## config.mk

```make
export PLATFORM = sky130hd
export DESIGN_NAME = cls_fifo
export DESIGN_NICKNAME = d
export VERILOG_FILES = /design/src/rtl/cubic_lane_curve_sampler_macros.svh /design/src/rtl/cls_pkg.sv /design/src/rtl/cls_fifo.sv
export SDC_FILE = /design/constraint.sdc
export NUM_CORES = 1
export LEC_CHECK = 0
export ABC_AREA = 1
export BUFFER_PORTS_ARGS = -buffer_cell sky130_fd_sc_hd__buf_2
export CAP_MARGIN = 10
export CORE_ASPECT_RATIO = 0.75
export CORE_MARGIN = 2
export CORE_UTILIZATION = 58
export DETAILED_ROUTE_END_ITERATION = 10
export GPL_TIMING_DRIVEN = 0
export PLACE_DENSITY = 0.83
export SLEW_MARGIN = 20
export SYNTH_ARGS = -nofsm -noshare
export SYNTH_HDL_FRONTEND = slang
export SYNTH_SLANG_ARGS = --single-unit
```

## constraint.sdc

```tcl
create_clock -name clk -period 11.15 [get_ports clk]
set_input_delay 2.23 -clock clk [delete_from_list [all_inputs] [get_ports clk]]
set_output_delay 2.23 -clock clk [all_outputs]
set_load 0.02 [all_outputs]
```

## src/rtl/cubic_lane_curve_sampler_macros.svh

```systemverilog
// assertion macros shared by the lane curve sampler rtl
`ifndef CUBIC_LANE_CURVE_SAMPLER_MACROS_SVH
`define CUBIC_LANE_CURVE_SAMPLER_MACROS_SVH

// condition holds in the same cycle as the trigger
`define CLS_ASSERT_NOW(lbl, trig, cond, msg) \
	lbl: assert property (@(posedge clk) disable iff (!arst_n) (trig) |-> (cond)) \
		else $error(msg);

// condition holds in the cycle after the trigger
`define CLS_ASSERT_NEXT(lbl, trig, cond, msg) \
	lbl: assert property (@(posedge clk) disable iff (!arst_n) (trig) |=> (cond)) \
		else $error(msg);

`endif

```

## src/rtl/cls_pkg.sv

```systemverilog
// types, constants and arithmetic helpers of the lane curve sampler
`timescale 1ns / 1ps
`default_nettype none
package cls_pkg;

	localparam int SAMPLES   = 10;
	localparam int FRAC_BITS = 24;
	localparam int STEP_W    = 25;
	localparam int X_W       = 31;
	localparam int COEF_W    = 32;
	localparam int IDX_W     = (SAMPLES > 1) ? $clog2(SAMPLES) : 1;
	localparam int NUM_W     = 63 + FRAC_BITS;
	localparam int DEN_W     = 40;
	localparam int Q_W       = 63;

	localparam logic [STEP_W-1:0] STEP_RESET = 25'd2516582;
	localparam logic [63:0] SMAX = 64'h7FFF_FFFF_FFFF_FFFF;
	localparam logic signed [64:0] SMAX65 = 65'sh0_7FFF_FFFF_FFFF_FFFF;
	localparam logic signed [64:0] NMAX65 = -65'sh0_7FFF_FFFF_FFFF_FFFF;
	localparam logic signed [63:0] I32_MAX = 64'sh0000_0000_7FFF_FFFF;
	localparam logic signed [63:0] I32_MIN = -64'sh0000_0000_8000_0000;

	// config register indexes
	localparam logic REG_SAMPLE_STEP = 1'b0;

	// one sample request from front to back
	typedef struct packed {
		logic [X_W-1:0]           x;
		logic                     last;
		logic signed [COEF_W-1:0] c0;
		logic signed [COEF_W-1:0] c1;
		logic signed [COEF_W-1:0] c2;
		logic signed [COEF_W-1:0] c3;
	} sample_req_t;

	typedef struct packed {
		logic full;
		logic empty;
	} fifo_stat_t;

	typedef struct packed {
		logic             start;
		logic             narrow;
		logic [NUM_W-1:0] num;
		logic [DEN_W-1:0] den;
	} div_req_t;

	typedef struct packed {
		logic           busy;
		logic           done;
		logic [Q_W-1:0] quot;
	} div_rsp_t;

	// saturating 64-bit signed add, symmetric limits
	function automatic logic signed [63:0] sadd(input logic signed [63:0] a,
		input logic signed [63:0] b);
		logic signed [64:0] s;
		s = $signed({a[63], a}) + $signed({b[63], b});
		if (s > SMAX65) s = SMAX65;
		if (s < NMAX65) s = NMAX65;
		return s[63:0];
	endfunction

	// clamp to 32-bit signed
	function automatic logic signed [31:0] sat32(input logic signed [63:0] v);
		logic signed [31:0] r;
		r = v[31:0];
		if (v > I32_MAX) r = 32'sh7FFF_FFFF;
		if (v < I32_MIN) r = 32'sh8000_0000;
		return r;
	endfunction

endpackage
`default_nettype wire

```

## src/rtl/cls_fifo.sv

```systemverilog
// short request queue between front and back
`timescale 1ns / 1ps
`default_nettype none
module cls_fifo (
	input  wire logic                clk,
	input  wire logic                arst_n,
	input  wire logic                push,
	input  wire cls_pkg::sample_req_t din,
	input  wire logic                pop,
	output cls_pkg::sample_req_t     dout,
	output cls_pkg::fifo_stat_t      stat
);
	import cls_pkg::*;

	localparam int DEPTH = 4;
	localparam int PTR_W = $clog2(DEPTH);

	sample_req_t        mem_q [DEPTH];
	logic [PTR_W-1:0]   wp_q, rp_q;
	logic [PTR_W:0]     cnt_q;
	logic               wr, rd;

	assign stat = '{full: (cnt_q == (PTR_W+1)'(DEPTH)), empty: (cnt_q == '0)};
	assign wr = push && !stat.full;
	assign rd = pop && !stat.empty;
	assign dout = mem_q[rp_q];

	// pointers and fill count
	always_ff @(posedge clk or negedge arst_n) begin
		if (!arst_n) begin
			wp_q  <= '0;
			rp_q  <= '0;
			cnt_q <= '0;
		end else begin
			if (wr) wp_q <= wp_q + 1'b1;
			if (rd) rp_q <= rp_q + 1'b1;
			if (wr && !rd) cnt_q <= cnt_q + 1'b1;
			else if (rd && !wr) cnt_q <= cnt_q - 1'b1;
		end
	end

	// storage
	always_ff @(posedge clk) begin
		if (wr) mem_q[wp_q] <= din;
	end

endmodule
`default_nettype wire

```

# Yosys cells after proc, flatten, opt, wreduce, memory -nomap -nowiden
# Memory sizes are Yosys's and may differ from the RTL's.
# Index checks and enable logic that the tools add are counted.
# classes
n_addsub	4
eq_ne	1
muxes	4
n_reduce_logical	10
# ops
operator	n
$mux 3	2
$add 2x1->2 const B	2
$logic_and 1x1->1	4
$logic_not 1->1	4
$add 3x1->3 const B	1
$eq 3x3->1 const B	1
$logic_not 3->1	1
$sub 3x1->3 const B	1
$mux 1	2
$reduce_bool 2->1	1
# word_totals
reg_bits	7
mem_bits_rw	640
out_inout_bits	162
mem_count	1
# mem_list
memory	words	width	rd	rd_ports_with_merged_regs	wr	line_no	rtl
mem_q	4	160	1	0	1	cls_fifo.sv:18	sample_req_t mem_q [DEPTH];

# Logic depth before layout (Yosys ltp)
# depth
ltp_word	7
mapped_depth	12
depth_no_buf	12

# Least setup slack after synthesis
# No wires, ideal clock.
# synth_timing
path_type	input to register
start	input port push
end	memory mem_q[0][0] (netlist bit), enable pin
setup_time_ns	0.683
arrival_ns	9.013
slack_ns	1.454
path_stages	2
path_buffers	0
path_cell_list	nand2_1 > nor2_1
# synth_between
elab_chain_len	3
# synth_rtl
element	line_no	rtl
from (decl)	cls_fifo.sv:7	input wire logic push,
$logic_and 1x1->1	cls_fifo.sv:24	assign wr = push && !stat.full;
$mux 1	cls_fifo.sv:44	if (wr) mem_q[wp_q] <= din;
$mux 1 (implied by the code)	cls_fifo.sv:44	
to (decl)	cls_fifo.sv:18	
# No other way between the ends.

==> qor.csv <==
stage;metric;value;unit
floorplanning;core;43600;um^2
floorplanning;die_x;247.5;um
setup_path;cp-start-kind;flip-flop;
setup_path;crit_end;dout[75];
sta;fin_skew;20.93;ps
setup_path;reg2regPathDepth;8;
logic_synthesis;synth_xor_area_share;0.03397;%
placement;port_buffers;325;
drt;dr_total_vias;16350;
logic_synthesis;syn_avg_cell_area;13.37;um^2
setup_path;path_delay_family;buffers and inverters;
drt;drtPass1Iterations;5;
clock_tree;cts_max_level;2;
setup_path;crit_path_max_fanout;10;
placement;place_congestion;0.7760;
clock_tree;clk_pin_slew;70;ps
drt;wl;61510;um
clock_tree;cts-resized-gates;0;
sta;rsz0062_at_grt;false;
grt;grt_overflow_total;0;
clock_tree;cts_buffer_depth;3;
clock_tree;insertion_delay;610;ps
floorplanning;num_io_pins;326;
placement;dpl.hpwl;39950;um
floorplanning;initial_core_util;59.14;%
sta;setup_tns;0;ps
pwr;peakVddDrop;187.7;uV
pwr;p_comb_share;39.5;%
logic_synthesis;synthSimpleGateAreaFrac;7.468;%
logic_synthesis;synth_area;25790;um^2
sta;post-route-period-util;42.41;%
setup_path;crit_chain;buf_2 -> inv_2 -> buf_4 -> buf_2 -> o211ai_1 -> nand2_1 -> buf_2;
sta;hold_viol;0;
logic_synthesis;yosysWarnings;0;
pwr;pwr-share-seq;37.5;%
setup_path;critPathSlowestCell;dfrtp_1;
logic_synthesis;synth_fa_ha_area_share;0.3202;%
setup_path;cp_data_arrival_time;2500;ps
pwr;switching_share;38.27;%
sta;maxSlewHeadroom;48.47;%
pwr;power.switching;3.363;mW
outcome;status;complete, no violations;
layout;stdcell_area;30890;um^2
setup_path;cp_common_cell;buf_2;
run;cap_violations;0;
drt;wl_per_cell;20.59;um
clock_tree;postCtsSetupRepairBufs;0;
logic_synthesis;synth_top_family_by_area;compound AO/OA/AOI/OAI gates;
logic_synthesis;syn_nets;2098;
clock_tree;cts_hold_buf;0;
grt;grt_pass1_vias;16620;
floorplanning;num_rows;66;
clock_tree;cts_tree;built;
layout;finish.net_count;2516;
drt;ant_nets;0;
setup_path;rr_startpoint;cnt_q[1]$_DFFE_PN0P_;
placement;placed_cells;2863;
drt;first_iter_violations;1481;
pwr;p_int;5.423;mW
pwr;powerDensity;284.4;nW/um^2
setup_path;critPathRequiredTime;8920;ps
grt;grt_antenna_before_repair;17;
sta;fmax;0.2115;GHz
setup_path;r2r-end;mem_q[0][54]$_DFFE_PP_;
grt;grt.total_usage;26.68;%
layout;drive_above_1_share;21.50;%
layout;stdcell_count;2987;
clock_tree;numCtsBuffers;59;
floorplanning;die_y;186.6;um
layout;utilization;70.85;%
sta;period_minus_slack;4729;ps
sta;worst_slew_pin_slew;771.1;ps
setup_path;timing.critical_path.buf_inv;5;
layout;fillers;2828;
clock_tree;cts-root-buf;clkbuf_16;
logic_synthesis;seq_area_frac_synth;75.21;%
clock_tree;cts.sinks;647;
floorplanning;dieArea;46180;um^2
setup_path;crit_path_end_kind;output port;
setup_path;rrSetupSlack;8310;ps
setup_path;path_depth;7;
pwr;leakage;12.52;nW
setup_path;path_class;flip-flop to output port;
grt;grt_max_degree;25;
grt;grt_first_pass_wirelength;93420;um
logic_synthesis;syn-instance-count;1928;
setup_path;critPathLaunch;rp_q[1]$_DFFE_PN0P_;
drt;drc;0;
setup_path;cp_slowest_stage_delay;360;ps
drt;viasPerCell;5.473;
worst_hold_path;hold_class;flip-flop to flip-flop;
logic_synthesis;ys_ff_latch;647;
sta;slew_viol_final;0;
logic_synthesis;synthMuxAreaShare;0;%
logic_synthesis;synth_compound_area_share;9.336;%
logic_synthesis;yosysUniqueCellTypes;18;
sta;worst_slack;6421;ps
placement;place_ws;6605;ps
sta;setup-violations-final;0;
pwr;clkPwrFrac;23.0;%
placement;placed_area;28920;um^2
layout;area_growth;19.80;%
-- final cells by class --
| cell class | instances | area (um^2) | share of cell area [%] |
|---|---|---|---|
| Antenna cell | 14 | 35.03 | 0.1134 |
| Clock buffer | 70 | 1560 | 5.051 |
| Timing Repair Buffer | 357 | 2382 | 7.712 |
| Clock inverter | 40 | 374.1 | 1.211 |
| Inverter | 337 | 1265 | 4.095 |
| Multi-Input combinational cell | 838 | 4454 | 14.42 |
| Buffer | 106 | 703.2 | 2.276 |
| Tap cell | 578 | 723.2 | 2.341 |
| Sequential cell | 647 | 19390 | 62.78 |
-- worst min-delay path by stage --
stage                                    start                   end  slack (ps)  cells after the start
after CTS                 cnt_q[2]$_DFFE_PN0P_  cnt_q[2]$_DFFE_PN0P_         500                      2
after floorplan           cnt_q[2]$_DFFE_PN0P_  cnt_q[2]$_DFFE_PN0P_         460                      2
after global routing      cnt_q[2]$_DFFE_PN0P_  cnt_q[2]$_DFFE_PN0P_         560                      2
after global placement    cnt_q[2]$_DFFE_PN0P_  cnt_q[2]$_DFFE_PN0P_         480                      2
final                     cnt_q[2]$_DFFE_PN0P_  cnt_q[2]$_DFFE_PN0P_         500                      2
after detailed placement  cnt_q[2]$_DFFE_PN0P_  cnt_q[2]$_DFFE_PN0P_         490                      2
-- flip-flops by register name, summed over array words and instances, names as in the netlist --
name	count
wp_q	2
cnt_q	3
mem_q	640
rp_q	2
-- power groups by stage --
| stage | Clock [mW] | Sequential, mW | Combinational [mW] |
|---|---|---|---|
| floorplan | 0 | 3.45 | 2.07 |
| global placement | 0 | 3.57 | 3.21 |
| detailed placement | 0 | 3.34 | 3.46 |
| CTS | 2.05 | 3.29 | 3.49 |
| global route | 2.14 | 3.32 | 3.75 |
| finish | 2.02 | 3.29 | 3.47 |
-- synth_stat cells --
| master | count | area share, % |
|---|---|---|
| fa_1 | 1 | 0.078 |
| ha_1 | 5 | 0.24 |
| nand4_1 | 1 | 0.024 |
| nor2_1 | 4 | 0.058 |
| buf_2 | 25 | 0.49 |
| buf_6 | 33 | 1.4 |
| nand3_1 | 7 | 0.14 |
| buf_4 | 7 | 0.20 |
| o211ai_1 | 320 | 9.3 |
| inv_1 | 335 | 4.9 |
| edfxtp_1 | 640 | 75 |
| inv_2 | 2 | 0.029 |
| xnor2_1 | 1 | 0.034 |
| o21ai_0 | 1 | 0.019 |
| dfrtp_1 | 7 | 0.68 |
| nand2_1 | 498 | 7.2 |
| clkbuf_1 | 40 | 0.58 |
| buf_1 | 1 | 0.015 |
-- worst reg2reg max path: cells and delay by family (launching register included) --
family | cells | cell delay, ps
flip-flops | 1 | 380
buffers and inverters | 5 | 960
AND/OR/NAND/NOR | 3 | 1190
-- stage by stage --
stage               power, mW  hold slack [ps]
floorplan               5.517            462.8
global placement        6.773            478.6
detailed placement      6.803            487.8
CTS                     8.825            500.9
global route            9.206            563.7
finish                  8.786            500.0
-- routing by layer --
layer | vias to the layer above | track usage (%) | wire length [um]
li1 | 7612 | - | -
met1 | 7902 | 35.25 | 23650
met2 | 698 | 43.76 | 30200
met3 | 129 | 6.659 | 5931
met4 | 6 | 8.567 | 1698
met5 | - | 0 | 26
-- placed cells by master, fill, tap and decap left out --
| cell type | netlist | routed |
|---|---|---|
| buf_1 | 1 | 1 |
| buf_12 | 0 | 15 |
| buf_16 | 0 | 16 |
| buf_2 | 25 | 350 |
| buf_4 | 7 | 7 |
| buf_6 | 33 | 33 |
| buf_8 | 0 | 1 |
| bufinv_16 | 0 | 7 |
| clkbuf_1 | 40 | 49 |
| clkbuf_16 | 0 | 61 |
| clkinv_1 | 0 | 14 |
| clkinv_2 | 0 | 14 |
| clkinv_4 | 0 | 2 |
| clkinvlp_4 | 0 | 2 |
| dfrtp_1 | 7 | 7 |
| diode_2 | 0 | 14 |
| edfxtp_1 | 640 | 640 |
| fa_1 | 1 | 1 |
| ha_1 | 5 | 5 |
| inv_1 | 335 | 335 |
| inv_2 | 2 | 2 |
| inv_6 | 0 | 1 |
| nand2_1 | 498 | 498 |
| nand3_1 | 7 | 7 |
| nand4_1 | 1 | 1 |
| nor2_4 | 0 | 4 |
| o211ai_1 | 320 | 320 |
| o21ai_0 | 1 | 1 |
| xnor2_1 | 1 | 1 |
-- kinds of logic (layout without fill, tap and decap cells) --
logic type,after synthesis,count (layout)
adders and majority gates,6,6
and+or+nand+nor,510,510
buffers and inverters,443,910
AOI/OAI and AO/OA,321,321
other,0,14
DFF,647,647
xor gates and xnor gates,1,1
Power figures use the tool's default switching activity.
