`src/rtl/cubic_lane_curve_sampler_macros.svh`:
```
// assertion macros shared by the lane curve sampler rtl
`ifndef CUBIC_LANE_CURVE_SAMPLER_MACROS_SVH
`define CUBIC_LANE_CURVE_SAMPLER_MACROS_SVH

// condition holds in the same cycle as the trigger
`define CLS_ASSERT_NOW(lbl, trig, cond, msg) \
	lbl: assert property (@(posedge clk) disable iff (!arst_n) (trig) |-> (cond)) \
		else $error(msg);

// condition holds in the cycle after the trigger
`define CLS_ASSERT_NEXT(lbl, trig, cond, msg) \
	lbl: assert property (@(posedge clk) disable iff (!arst_n) (trig) |=> (cond)) \
		else $error(msg);

`endif

```
`src/rtl/cls_pkg.sv`:
```
// types, constants and arithmetic helpers of the lane curve sampler
`timescale 1ns / 1ps
`default_nettype none
package cls_pkg;

	localparam int SAMPLES   = 10;
	localparam int FRAC_BITS = 24;
	localparam int STEP_W    = 25;
	localparam int X_W       = 31;
	localparam int COEF_W    = 32;
	localparam int IDX_W     = (SAMPLES > 1) ? $clog2(SAMPLES) : 1;
	localparam int NUM_W     = 63 + FRAC_BITS;
	localparam int DEN_W     = 40;
	localparam int Q_W       = 63;

	localparam logic [STEP_W-1:0] STEP_RESET = 25'd2516582;
	localparam logic [63:0] SMAX = 64'h7FFF_FFFF_FFFF_FFFF;
	localparam logic signed [64:0] SMAX65 = 65'sh0_7FFF_FFFF_FFFF_FFFF;
	localparam logic signed [64:0] NMAX65 = -65'sh0_7FFF_FFFF_FFFF_FFFF;
	localparam logic signed [63:0] I32_MAX = 64'sh0000_0000_7FFF_FFFF;
	localparam logic signed [63:0] I32_MIN = -64'sh0000_0000_8000_0000;

	// config register indexes
	localparam logic REG_SAMPLE_STEP = 1'b0;

	// one sample request from front to back
	typedef struct packed {
		logic [X_W-1:0]           x;
		logic                     last;
		logic signed [COEF_W-1:0] c0;
		logic signed [COEF_W-1:0] c1;
		logic signed [COEF_W-1:0] c2;
		logic signed [COEF_W-1:0] c3;
	} sample_req_t;

	typedef struct packed {
		logic full;
		logic empty;
	} fifo_stat_t;

	typedef struct packed {
		logic             start;
		logic             narrow;
		logic [NUM_W-1:0] num;
		logic [DEN_W-1:0] den;
	} div_req_t;

	typedef struct packed {
		logic           busy;
		logic           done;
		logic [Q_W-1:0] quot;
	} div_rsp_t;

	// saturating 64-bit signed add, symmetric limits
	function automatic logic signed [63:0] sadd(input logic signed [63:0] a,
		input logic signed [63:0] b);
		logic signed [64:0] s;
		s = $signed({a[63], a}) + $signed({b[63], b});
		if (s > SMAX65) s = SMAX65;
		if (s < NMAX65) s = NMAX65;
		return s[63:0];
	endfunction

	// clamp to 32-bit signed
	function automatic logic signed [31:0] sat32(input logic signed [63:0] v);
		logic signed [31:0] r;
		r = v[31:0];
		if (v > I32_MAX) r = 32'sh7FFF_FFFF;
		if (v < I32_MIN) r = 32'sh8000_0000;
		return r;
	endfunction

endpackage
`default_nettype wire

```
`src/rtl/cls_div.sv`:
```
// bit-serial restoring divider with saturation, one quotient bit per cycle while busy
`timescale 1ns / 1ps
`default_nettype none
module cls_div (
	input  wire logic        clk,
	input  wire logic        arst_n,
	input  wire cls_pkg::div_req_t req,
	output cls_pkg::div_rsp_t rsp
);
	import cls_pkg::*;

	logic             busy_q, done_q;
	logic [5:0]       cnt_q;
	logic [DEN_W-1:0] den_q, rem_q, rem_nx;
	logic [Q_W-1:0]   sh_q, quot_q, sh_init;
	logic [55:0]      hi;
	logic             sat, ge;
	logic [DEN_W:0]   rem2;

	// leading part of the dividend decides saturation
	assign hi = req.narrow ? req.num[NUM_W-1:31] : {32'b0, req.num[NUM_W-1:63]};
	assign sat = (hi >= {16'b0, req.den});
	assign sh_init = req.narrow ? {req.num[30:0], 32'b0} : req.num[62:0];

	// one restoring step
	assign rem2 = {rem_q, sh_q[Q_W-1]};
	assign ge = (rem2 >= {1'b0, den_q});
	assign rem_nx = ge ? DEN_W'(rem2 - {1'b0, den_q}) : rem2[DEN_W-1:0];

	assign rsp = '{busy: busy_q, done: done_q, quot: quot_q};

	// control
	always_ff @(posedge clk or negedge arst_n) begin
		if (!arst_n) begin
			busy_q <= 1'b0;
			done_q <= 1'b0;
			cnt_q  <= '0;
		end else begin
			done_q <= 1'b0;
			if (req.start) begin
				if (sat) done_q <= 1'b1;
				else busy_q <= 1'b1;
				cnt_q <= req.narrow ? 6'd30 : 6'd62;
			end else if (busy_q) begin
				if (cnt_q == '0) begin
					busy_q <= 1'b0;
					done_q <= 1'b1;
				end else begin
					cnt_q <= cnt_q - 1'b1;
				end
			end
		end
	end

	// datapath
	always_ff @(posedge clk) begin
		if (req.start) begin
			den_q  <= req.den;
			rem_q  <= hi[DEN_W-1:0];
			sh_q   <= sh_init;
			quot_q <= sat ? (req.narrow ? Q_W'(32'h7FFF_FFFF) : SMAX[Q_W-1:0]) : '0;
		end else if (busy_q) begin
			rem_q  <= rem_nx;
			sh_q   <= {sh_q[Q_W-2:0], 1'b0};
			quot_q <= {quot_q[Q_W-2:0], ge};
		end
	end

endmodule
`default_nettype wire

```
`config.mk`:
```
export PLATFORM = sky130hd
export DESIGN_NAME = cls_div
export DESIGN_NICKNAME = d
export VERILOG_FILES = /design/src/rtl/cubic_lane_curve_sampler_macros.svh /design/src/rtl/cls_pkg.sv /design/src/rtl/cls_div.sv
export SDC_FILE = /design/constraint.sdc
export NUM_CORES = 1
export LEC_CHECK = 0
export ABC_AREA = 1
export BUFFER_PORTS_ARGS = -buffer_cell sky130_fd_sc_hd__buf_2
export CAP_MARGIN = 10
export CORE_UTILIZATION = 65
export CTS_BUF_LIST = sky130_fd_sc_hd__clkbuf_4 sky130_fd_sc_hd__clkbuf_8
export DETAILED_ROUTE_END_ITERATION = 10
export GPL_TIMING_DRIVEN = 0
export PLACE_DENSITY = 0.89
export SYNTH_ARGS = -nofsm -noshare
export SYNTH_HDL_FRONTEND = slang
export SYNTH_SLANG_ARGS = --single-unit
```
`constraint.sdc`:
```
create_clock -name clk -period 10.16 [get_ports clk]
set_input_delay 2.54 -clock clk [delete_from_list [all_inputs] [get_ports clk]]
set_output_delay 2.54 -clock clk [all_outputs]
set_load 0.1 [all_outputs]
```
## Yosys cells after proc, flatten, opt, wreduce, memory -nomap -nowiden

Index checks and enable logic that the tools add are counted.

- Register bits after elaboration: 214
- Latch bits: 0
- Bits in writable memories: 0
- ROM bits: 0
- Input port bits: 131
- Word-level logic and storage cells: 39
- Memories kept: 0

- Add/sub/neg operators: 2
- Multiply operators: 0
- Divide/modulo/power cells: 0
- Order comparisons: 2
- Equality and inequality tests: 2
- Shift operators: 0
- Muxes and demuxes: 23
- Bitwise logic cells: 0
- Reductions and logical operators: 3

Operators by type and width:

| cell | count |
|---|---|
| $mux 63 | 7 |
| $mux 40 | 3 |
| $ge 56x40->1 | 1 |
| $mux 56 | 1 |
| $ge 41x40->1 | 1 |
| $sub 40x40->40 | 1 |
| $mux 6 | 4 |
| $mux 1 | 8 |
| $logic_not 6->1 | 1 |
| $sub 6x1->6 const B | 1 |
| $ne 2x2->1 const B | 2 |
| $reduce_and 2->1 | 1 |
| $reduce_bool 2->1 | 1 |

## Depth between registers and ports, before layout

Gate-level depths: netlist of the first run.

- Depth in word-level cells: 4
- Depth in mapped cells: 19
- Gate-level depth less buffers: 17

## Worst setup path before layout of the first run

OpenSTA, ideal clock, no wires.

- Path type: input to register
- Start: input port req[128] in the netlist's numbering
- End: register cnt_q[4]
- Setup time: 138 ps
- Data arrival time: 7,456 ps
- Path slack: 2,566 ps
- Stages: 8
- Cells stage by stage: clkbuf_1 > inv_2 > nand2_1 > nand2_1 > clkinv_1 > nand3_1 > o21ai_0 > nand3_1

- Word-level cells in the longest chain between the ends: 2

RTL lines:

| element | RTL line | RTL |
|---|---|---|
| from (decl) | cls_div.sv:7 | `input wire cls_pkg::div_req_t req,` |
| $ne 2x2->1 (no source line) or $reduce_bool 2->1 (tied branches) | -- |  |
| $reduce_and 2->1 (no source line) | -- |  |
| to (signal assigned) | cls_div.sv:43 | `cnt_q <= req.narrow ? 6'd30 : 6'd62;` |
| to (signal assigned) | cls_div.sv:49 | `cnt_q <= cnt_q - 1'b1;` |
| to (decl) | cls_div.sv:13 | `logic [5:0] cnt_q;` |

Several ways; a longest one is shown, not always the timed one.
A chain may end at the register's enable or synchronous reset.

## Worst setup path after layout of the first run

- Start: input port req[127] in the netlist's numbering
- End: register quot_q[58] (data pin)

- Word-level cells in the longest chain between the ends: 4

RTL lines:

| element | RTL line | RTL |
|---|---|---|
| $mux 56 | cls_div.sv:21 | `assign hi = req.narrow ? req.num[NUM_W-1:31] : {32'b0, req.num[NUM_W-1:63]};` |
| $ge 56x40->1 | cls_div.sv:22 | `assign sat = (hi >= {16'b0, req.den});` |
| $mux 63 * | cls_div.sv:61 | `quot_q <= sat ? (req.narrow ? Q_W'(32'h7FFF_FFFF) : SMAX[Q_W-1:0]) : '0;` |
| $mux 63 * | cls_div.sv:57 | `if (req.start) begin` |
| to (signal assigned) | cls_div.sv:61 |  |
| to (signal assigned) | cls_div.sv:65 | `quot_q <= {quot_q[Q_W-2:0], ge};` |
| to (decl) | cls_div.sv:15 | `logic [Q_W-1:0] sh_q, quot_q, sh_init;` |

Every way passes the cells marked *; elsewhere a longest branch is shown, timed or not.

==> results.cfg, run 1 <==
[timing]
maxSlewHeadroom = 0.340
hold_viol_final = 0
final-max-slew-violation-count = 0
setup_viol = 0
timing.hold.ws_ps = 514
finalWorstSetupSlack_ps = 4890
worst-slew-pin-transition_ps = 990
period_share = 0.519
finalCriticalPeriod_ps = 5270
rsz0062_at_grt = no
fmax_mhz = 190
finalSetupTns_ps = 0
fin_skew_ps = 23.2

[synth]
synthArstFlopShare = 0.0374
synth_nets = 2116
synth-edff-count = 206
ys_seq_elements = 214
synth.distinct_cells = 36
synth.avg_cell_area_um2 = 7.45
ys_warn_count = 0
seq_area_frac_synth = 0.451
syn_area_um2 = 14200
synthCells = 1902
synthFlopType = edfxtp_1

[worst_setup_path]
r2r-start = sh_q[62]
endpoint = quot_q[58]
worstPathRequired_ps = 10420
reg2reg_slack_ps = 7450
worstSetupStartpoint = req[127]
max_stage_delay_ps = 390
reg2regPathDepth = 16
worstSetupStartpointType = input port
cp_cell_sequence = buf_2, clkinv_1, clkbuf_1, nand2_1, nand2_1, ha_1, a21oi_1, o21a_1, nand2_1, nand2_1, nand3_1, nand2_1, nand3_1, nand3_1, clkbuf_1, nand2_1
path_common_cell = nand2_1
cp.arrival_ps = 5530
worstSetupPathType = input port to flop
rr_endpoint = rem_q[38]
endpoint_kind = flop
crit_slowest_cell = clkbuf_1
path_max_fanout = 10

[floorplanning]
start_util = 0.668
fp.dieW_um = 150
die_area_um2 = 22400
io_pins = 196
placementRows = 53
core-area_um2 = 21200
fp.dieH_um = 150

[clock_tree]
cts_setup_buffers = 0
clk_path_buf_depth = 3
cts_resized = 0
cts_made_buffers = 36
tritoncts = done
cts_hold_buf = 0
clock_sinks = 214
clock_latency_ps = 520
cts-root-buf = clkbuf_8
h-tree-depth = 2
clkSlewWorstSetupHoldPaths_ps = 70

[layout]
stdcell_area_um2 = 16300
fin_nets = 2350
nFillCells = 1535
layout-drive-gt1-share = 0.133
area_delta_synth_final_pct = 15.1

[placed_design]
port_buffers = 194
place_ws_ps = 4480
dpl-instance-area_um2 = 15500
gp_congestion = 1.01
hpwlAfterDp_um = 32700

[global_routing]
grt_pass1_vias = 13084
grt_start_max_net_pins = 69
overflow = 0
gr-usage-all-layers = 0.388
grt_pass1_wl_um = 66300
antenna_found_initial = 6

[drt]
vias = 13565
ant_nets = 0
first_pass_iters = 6
drt-initial-drc-count = 1257
drt_wl_total_um = 43100
drc = 0
vias_per_cell = 5.54
wire_per_inst_um = 17.6

[flow_run]
max_cap_viol_count = 0

[pwr]
powerDensity_nw_per_um2 = 254
ir_worst_vdd_mv = 0.250
power_leakage_uw = 0.00871

[hold_path]
holdCritPathClass = flop to flop

[run_status]
status = complete, no violations
flip-flops by register name (all words and copies together), names as in the netlist:
register / flops
quot_q: 63
cnt_q: 6
busy_q: 1
den_q: 40
done_q: 1
rem_q: 40
sh_q: 63
how the worst min path moves through the flow:
| stage | startpoint | end | slack [ps] | cells after the start |
|---|---|---|---|---|
| floorplan | cnt_q[2] | cnt_q[2] | 470 | 2 |
| global placement | cnt_q[4] | cnt_q[4] | 490 | 2 |
| detailed placement | sh_q[27] | sh_q[28] | 500 | 2 |
| CTS | sh_q[27] | sh_q[28] | 510 | 2 |
| global route | sh_q[16] | sh_q[17] | 540 | 2 |
| finish | sh_q[27] | sh_q[28] | 510 | 2 |
worst max-delay path, delay by kind of cell:
family,cells,cell delay (ps)
AO/OA/AOI/OAI,2,310
AND/OR/NAND/NOR,9,1130
buffers and inverters,4,1200
adder cells (fa/ha/maj),1,330
cell usage after synthesis, types with 3 or more instances:
cell type	number	share of area
buf_4	6	0.0032
nor2_2	5	0.0022
o21bai_1	6	0.0032
nand2_1	816	0.22
nand2_4	3	0.0024
xnor2_1	19	0.012
buf_1	7	0.0019
o21a_1	3	0.0016
nand4_1	8	0.0035
nor2_1	129	0.034
clkbuf_1	45	0.012
nand3b_1	34	0.018
inv_1	261	0.069
a21oi_1	49	0.017
dfrtp_1	8	0.014
buf_2	5	0.0018
ha_1	82	0.072
o21ai_0	78	0.028
edfxtp_1	206	0.44
inv_2	3	0.00079
nand3_1	104	0.037
cell type report:
type                    instances  area, um^2  share of cell area
plain buffers                  64         277              0.0170
inverters                     266         998              0.0612
flip-flops and latches        214        6390               0.392
clock buffers                  49         631              0.0387
diodes                          9        22.5             0.00138
clock inverters                17         114             0.00698
repair buffers                196        1030              0.0629
well taps                     275         344              0.0211
multi-input cells            1358        6510               0.399
routing by layer:
layer | up-vias | GRT usage | share of wire
met3 | 145 | 0.0634 | 0.083
met1 | 6207 | 0.481 | 0.39
li1 | 6519 | - | -
met2 | 688 | 0.659 | 0.48
met4 | 6 | 0.185 | 0.047
met5 | - | 0 | 0.00079
per-stage QoR:
step / total power, uW / util / cells
2_1_floorplan: 2820 / - / 1902
3_3_place_gp: 3270 / 0.730 / 2371
3_5_place_dp: 3310 / 0.732 / 2373
4_1_cts: 4110 / 0.768 / 2439
5_1_grt: 4400 / 0.768 / 2441
6_report: 4140 / 0.769 / 2448
cell families after synthesis:
| family | count (synthesis) | synth area share |
|---|---|---|
| buffers and inverters | 330 | 0.0900 |
| adder cells (fa/ha/maj) | 83 | 0.0738 |
| flip-flops | 214 | 0.451 |
| XOR/XNOR | 20 | 0.0124 |
| AND/OR/NAND/NOR | 1112 | 0.320 |
| AO/OA/AOI/OAI | 143 | 0.0528 |
report_power, final:
group | leakage (uW) | internal (uW) | switching (uW)
sequential | 0.00225 | 1210 | 90.0
clock | 0.000386 | 432 | 360
combinational | 0.00607 | 615 | 1440
cells in the final DEF, fill, tap and decap left out, types with 3 or more instances in the layout:
master	instances
xnor2_1	19
clkbuf_1	45
clkinvlp_4	3
nand3_1	104
inv_2	3
clkbuf_4	7
ha_1	82
nand3b_1	34
a21oi_1	49
nand4_1	8
nand2_4	4
clkinv_1	8
nor2_2	5
dfrtp_1	8
buf_4	6
nor2_1	129
o21bai_1	6
inv_1	261
clkbuf_8	42
buf_1	7
edfxtp_1	206
buf_2	199
nand2_1	815
clkinv_2	6
diode_2	9
o21a_1	3
o21ai_0	78
Note: power is estimated with default switching activity, not from simulation.
==> run 2, diff against run 1 <==
--- a/config.mk
+++ b/config.mk
@@ -8,11 +8,11 @@
 export ABC_AREA = 1
 export BUFFER_PORTS_ARGS = -buffer_cell sky130_fd_sc_hd__buf_2
 export CAP_MARGIN = 10
-export CORE_UTILIZATION = 65
+export CORE_UTILIZATION = 60
 export CTS_BUF_LIST = sky130_fd_sc_hd__clkbuf_4 sky130_fd_sc_hd__clkbuf_8
 export DETAILED_ROUTE_END_ITERATION = 10
 export GPL_TIMING_DRIVEN = 0
-export PLACE_DENSITY = 0.89
+export PLACE_DENSITY = 0.83
 export SYNTH_ARGS = -nofsm -noshare
 export SYNTH_HDL_FRONTEND = slang
 export SYNTH_SLANG_ARGS = --single-unit
==> constraint.sdc (replaced) <==
create_clock -name clk -period 5.2 [get_ports clk]
set_input_delay 1.3 -clock clk [delete_from_list [all_inputs] [get_ports clk]]
set_output_delay 1.3 -clock clk [all_outputs]
set_load 0.1 [all_outputs]
==> run 2 against run 1 <==
Effect of this change:
- core utilization decreased by 5.3 points
- setup slack got worse by 3700 ps
- sequential share of layout area decreased by 0.22 points
- via count decreased by 0.88%
- sequential power increased by 95%
- combinational power increased by 95%
- global-route usage decreased by 3.2 points
- count of clock-buffer cells in the layout decreased by 5
- first-iteration DRC count decreased by 6.0%
- sequential cell count unchanged
- final cell count increased by 1.1%
- non-clock buffer count decreased by 1
- largest power group unchanged
- highest routed layer unchanged
==> results.cfg, run 2 (synthesized netlist as in run 1, its figures left out) <==
[run_status]
status = complete, no violations

[global_routing]
grt_pass1_wl_um = 66400
grt_pass1_vias = 13048
gr-usage-all-layers = 0.356
overflow = 0
grt_start_max_net_pins = 123
antenna_found_initial = 7

[worst_setup_path]
worstSetupStartpointType = input port
endpoint_kind = flop
cp.arrival_ps = 4250
cp_cell_sequence = buf_2, clkinv_1, clkbuf_1, nand2_1, nand2_1, ha_1, a21oi_1, o21a_1, nand2_1, nand2_1, nand3_1, nand2_1, nand3_1, nand3_1, clkbuf_1, nand2_1
endpoint = quot_q[56]
cp_num_cells = 16
worstSetupPathType = input port to flop
worstPathRequired_ps = 5470
path_buf_inv = 4
worstSetupStartpoint = req[127]
path_max_fanout = 10
path_common_cell = nand2_1
reg2regPathDepth = 12
path_delay_family = buffers and inverters
reg2reg_slack_ps = 2450
crit_slowest_cell = clkbuf_1
r2r-start = rem_q[37]
rr_endpoint = rem_q[5]
max_stage_delay_ps = 380

[layout]
final_cell_mix = nand2_1, inv_1, edfxtp_1
area_delta_synth_final_pct = 15.8
fin_cells = 2476
fin_nets = 2349
top_regs = quot_q x63, sh_q x63
final_common_cell = nand2_1
layout-drive-gt1-share = 0.132

[placed_design]
dpl.cell_count = 2410
port_buffers = 194
hpwlAfterDp_um = 33000
gp_congestion = 0.975

[timing]
maxSlewHeadroom = 0.331
fin_skew_ps = 45.6
setup_viol = 0
worst-slew-pin-transition_ps = 1000
finalCriticalPeriod_ps = 3990
fmax_mhz = 251
period_share = 0.766
hold_viol_final = 0
timing.hold.ws_ps = 501
final-max-slew-violation-count = 0
rsz0062_at_grt = no

[drt]
drt-initial-drc-count = 1182
drt_wl_total_um = 42300
wire_per_inst_um = 17.1
ant_nets = 0
vias = 13445
first_pass_iters = 6
drc = 0
vias_per_cell = 5.43

[clock_tree]
h-tree-depth = 2
tritoncts = done
clock_latency_ps = 560
clk_path_buf_depth = 3
cts_hold_buf = 0
cts_made_buffers = 36
clock_sinks = 214
cts_setup_buffers = 0
cts-root-buf = clkbuf_8
cts_resized = 0
clkSlewWorstSetupHoldPaths_ps = 70

[pwr]
power_leakage_uw = 0.00872
powerDensity_nw_per_um2 = 505
ir_worst_vdd_mv = 0.390

[flow_run]
max_cap_viol_count = 0

[floorplanning]
fp.dieW_um = 156
fp.dieH_um = 156
die_area_um2 = 24200
start_util = 0.618
placementRows = 55
core-area_um2 = 22900
io_pins = 196

[hold_path]
holdCritPathClass = flop to flop
[run 2: cell types whose count changed in the layout (fill, tap and decap cells not counted), sizes merged]
cell / delta
bufinv: +5
buf: -1
inv: +1
clkbuf: -5
diode: -5
clkinvlp: -2
clkinv: -3
[run 2: cell type report]
type	instances	area (um^2)
diodes	4	10.0
flip-flops and latches	214	6390
fillers	1882	6520
plain buffers	64	277
clock inverters	18	263
well taps	313	392
clock buffers	44	556
repair buffers	195	998
inverters	266	998
multi-input cells	1358	6520
[run 2: per-layer routing]
metal  part of all wire  vias up  wire length, um  global-route usage
li1                   -     6502                -                   -
met1               0.40     6182            17100               0.453
met2               0.47      637            19800               0.601
met3              0.081      116             3430              0.0547
met4              0.045        8             1880               0.164
met5             0.0011        -               46                   0
[run 2: through the flow]
step | util | total power (uW) | setup slack (ps) | cell area (um^2) | setup TNS (ps)
after global routing | 0.715 | 8790 | 993 | 16400 | 0
after floorplan | - | 5500 | 542 | 14200 | 0
after global placement | 0.678 | 6400 | -1610 | 15500 | -160930
after CTS | 0.715 | 8220 | 1300 | 16400 | 0
final | 0.716 | 8290 | 1210 | 16400 | 0
after detailed placement | 0.680 | 6470 | 749 | 15600 | 0
[run 2: worst min path at each step]
stage | endpoint | slack (ps) | cells past startpoint | from
after floorplan | cnt_q[2] | 470 | 2 | cnt_q[2]
after global placement | cnt_q[4] | 490 | 2 | cnt_q[4]
after detailed placement | cnt_q[2] | 490 | 2 | cnt_q[2]
after CTS | cnt_q[4] | 510 | 2 | cnt_q[4]
after global routing | sh_q[6] | 530 | 2 | sh_q[5]
final | sh_q[23] | 500 | 2 | sh_q[22]
[run 2: tightest hold or removal path, cell delays in order (launching register included)]
cell      delay [ps]
edfxtp_1         320
nand2_1           60
nand2_1           60
[run 2: power breakdown]
group          leakage [uW]  internal [uW]  switching, uW  total (uW)
clock network      0.000418           1020            737        1750
logic               0.00605           1200           2810        4010
registers           0.00225           2360            171        2530
total               0.00872           4570           3720        8290
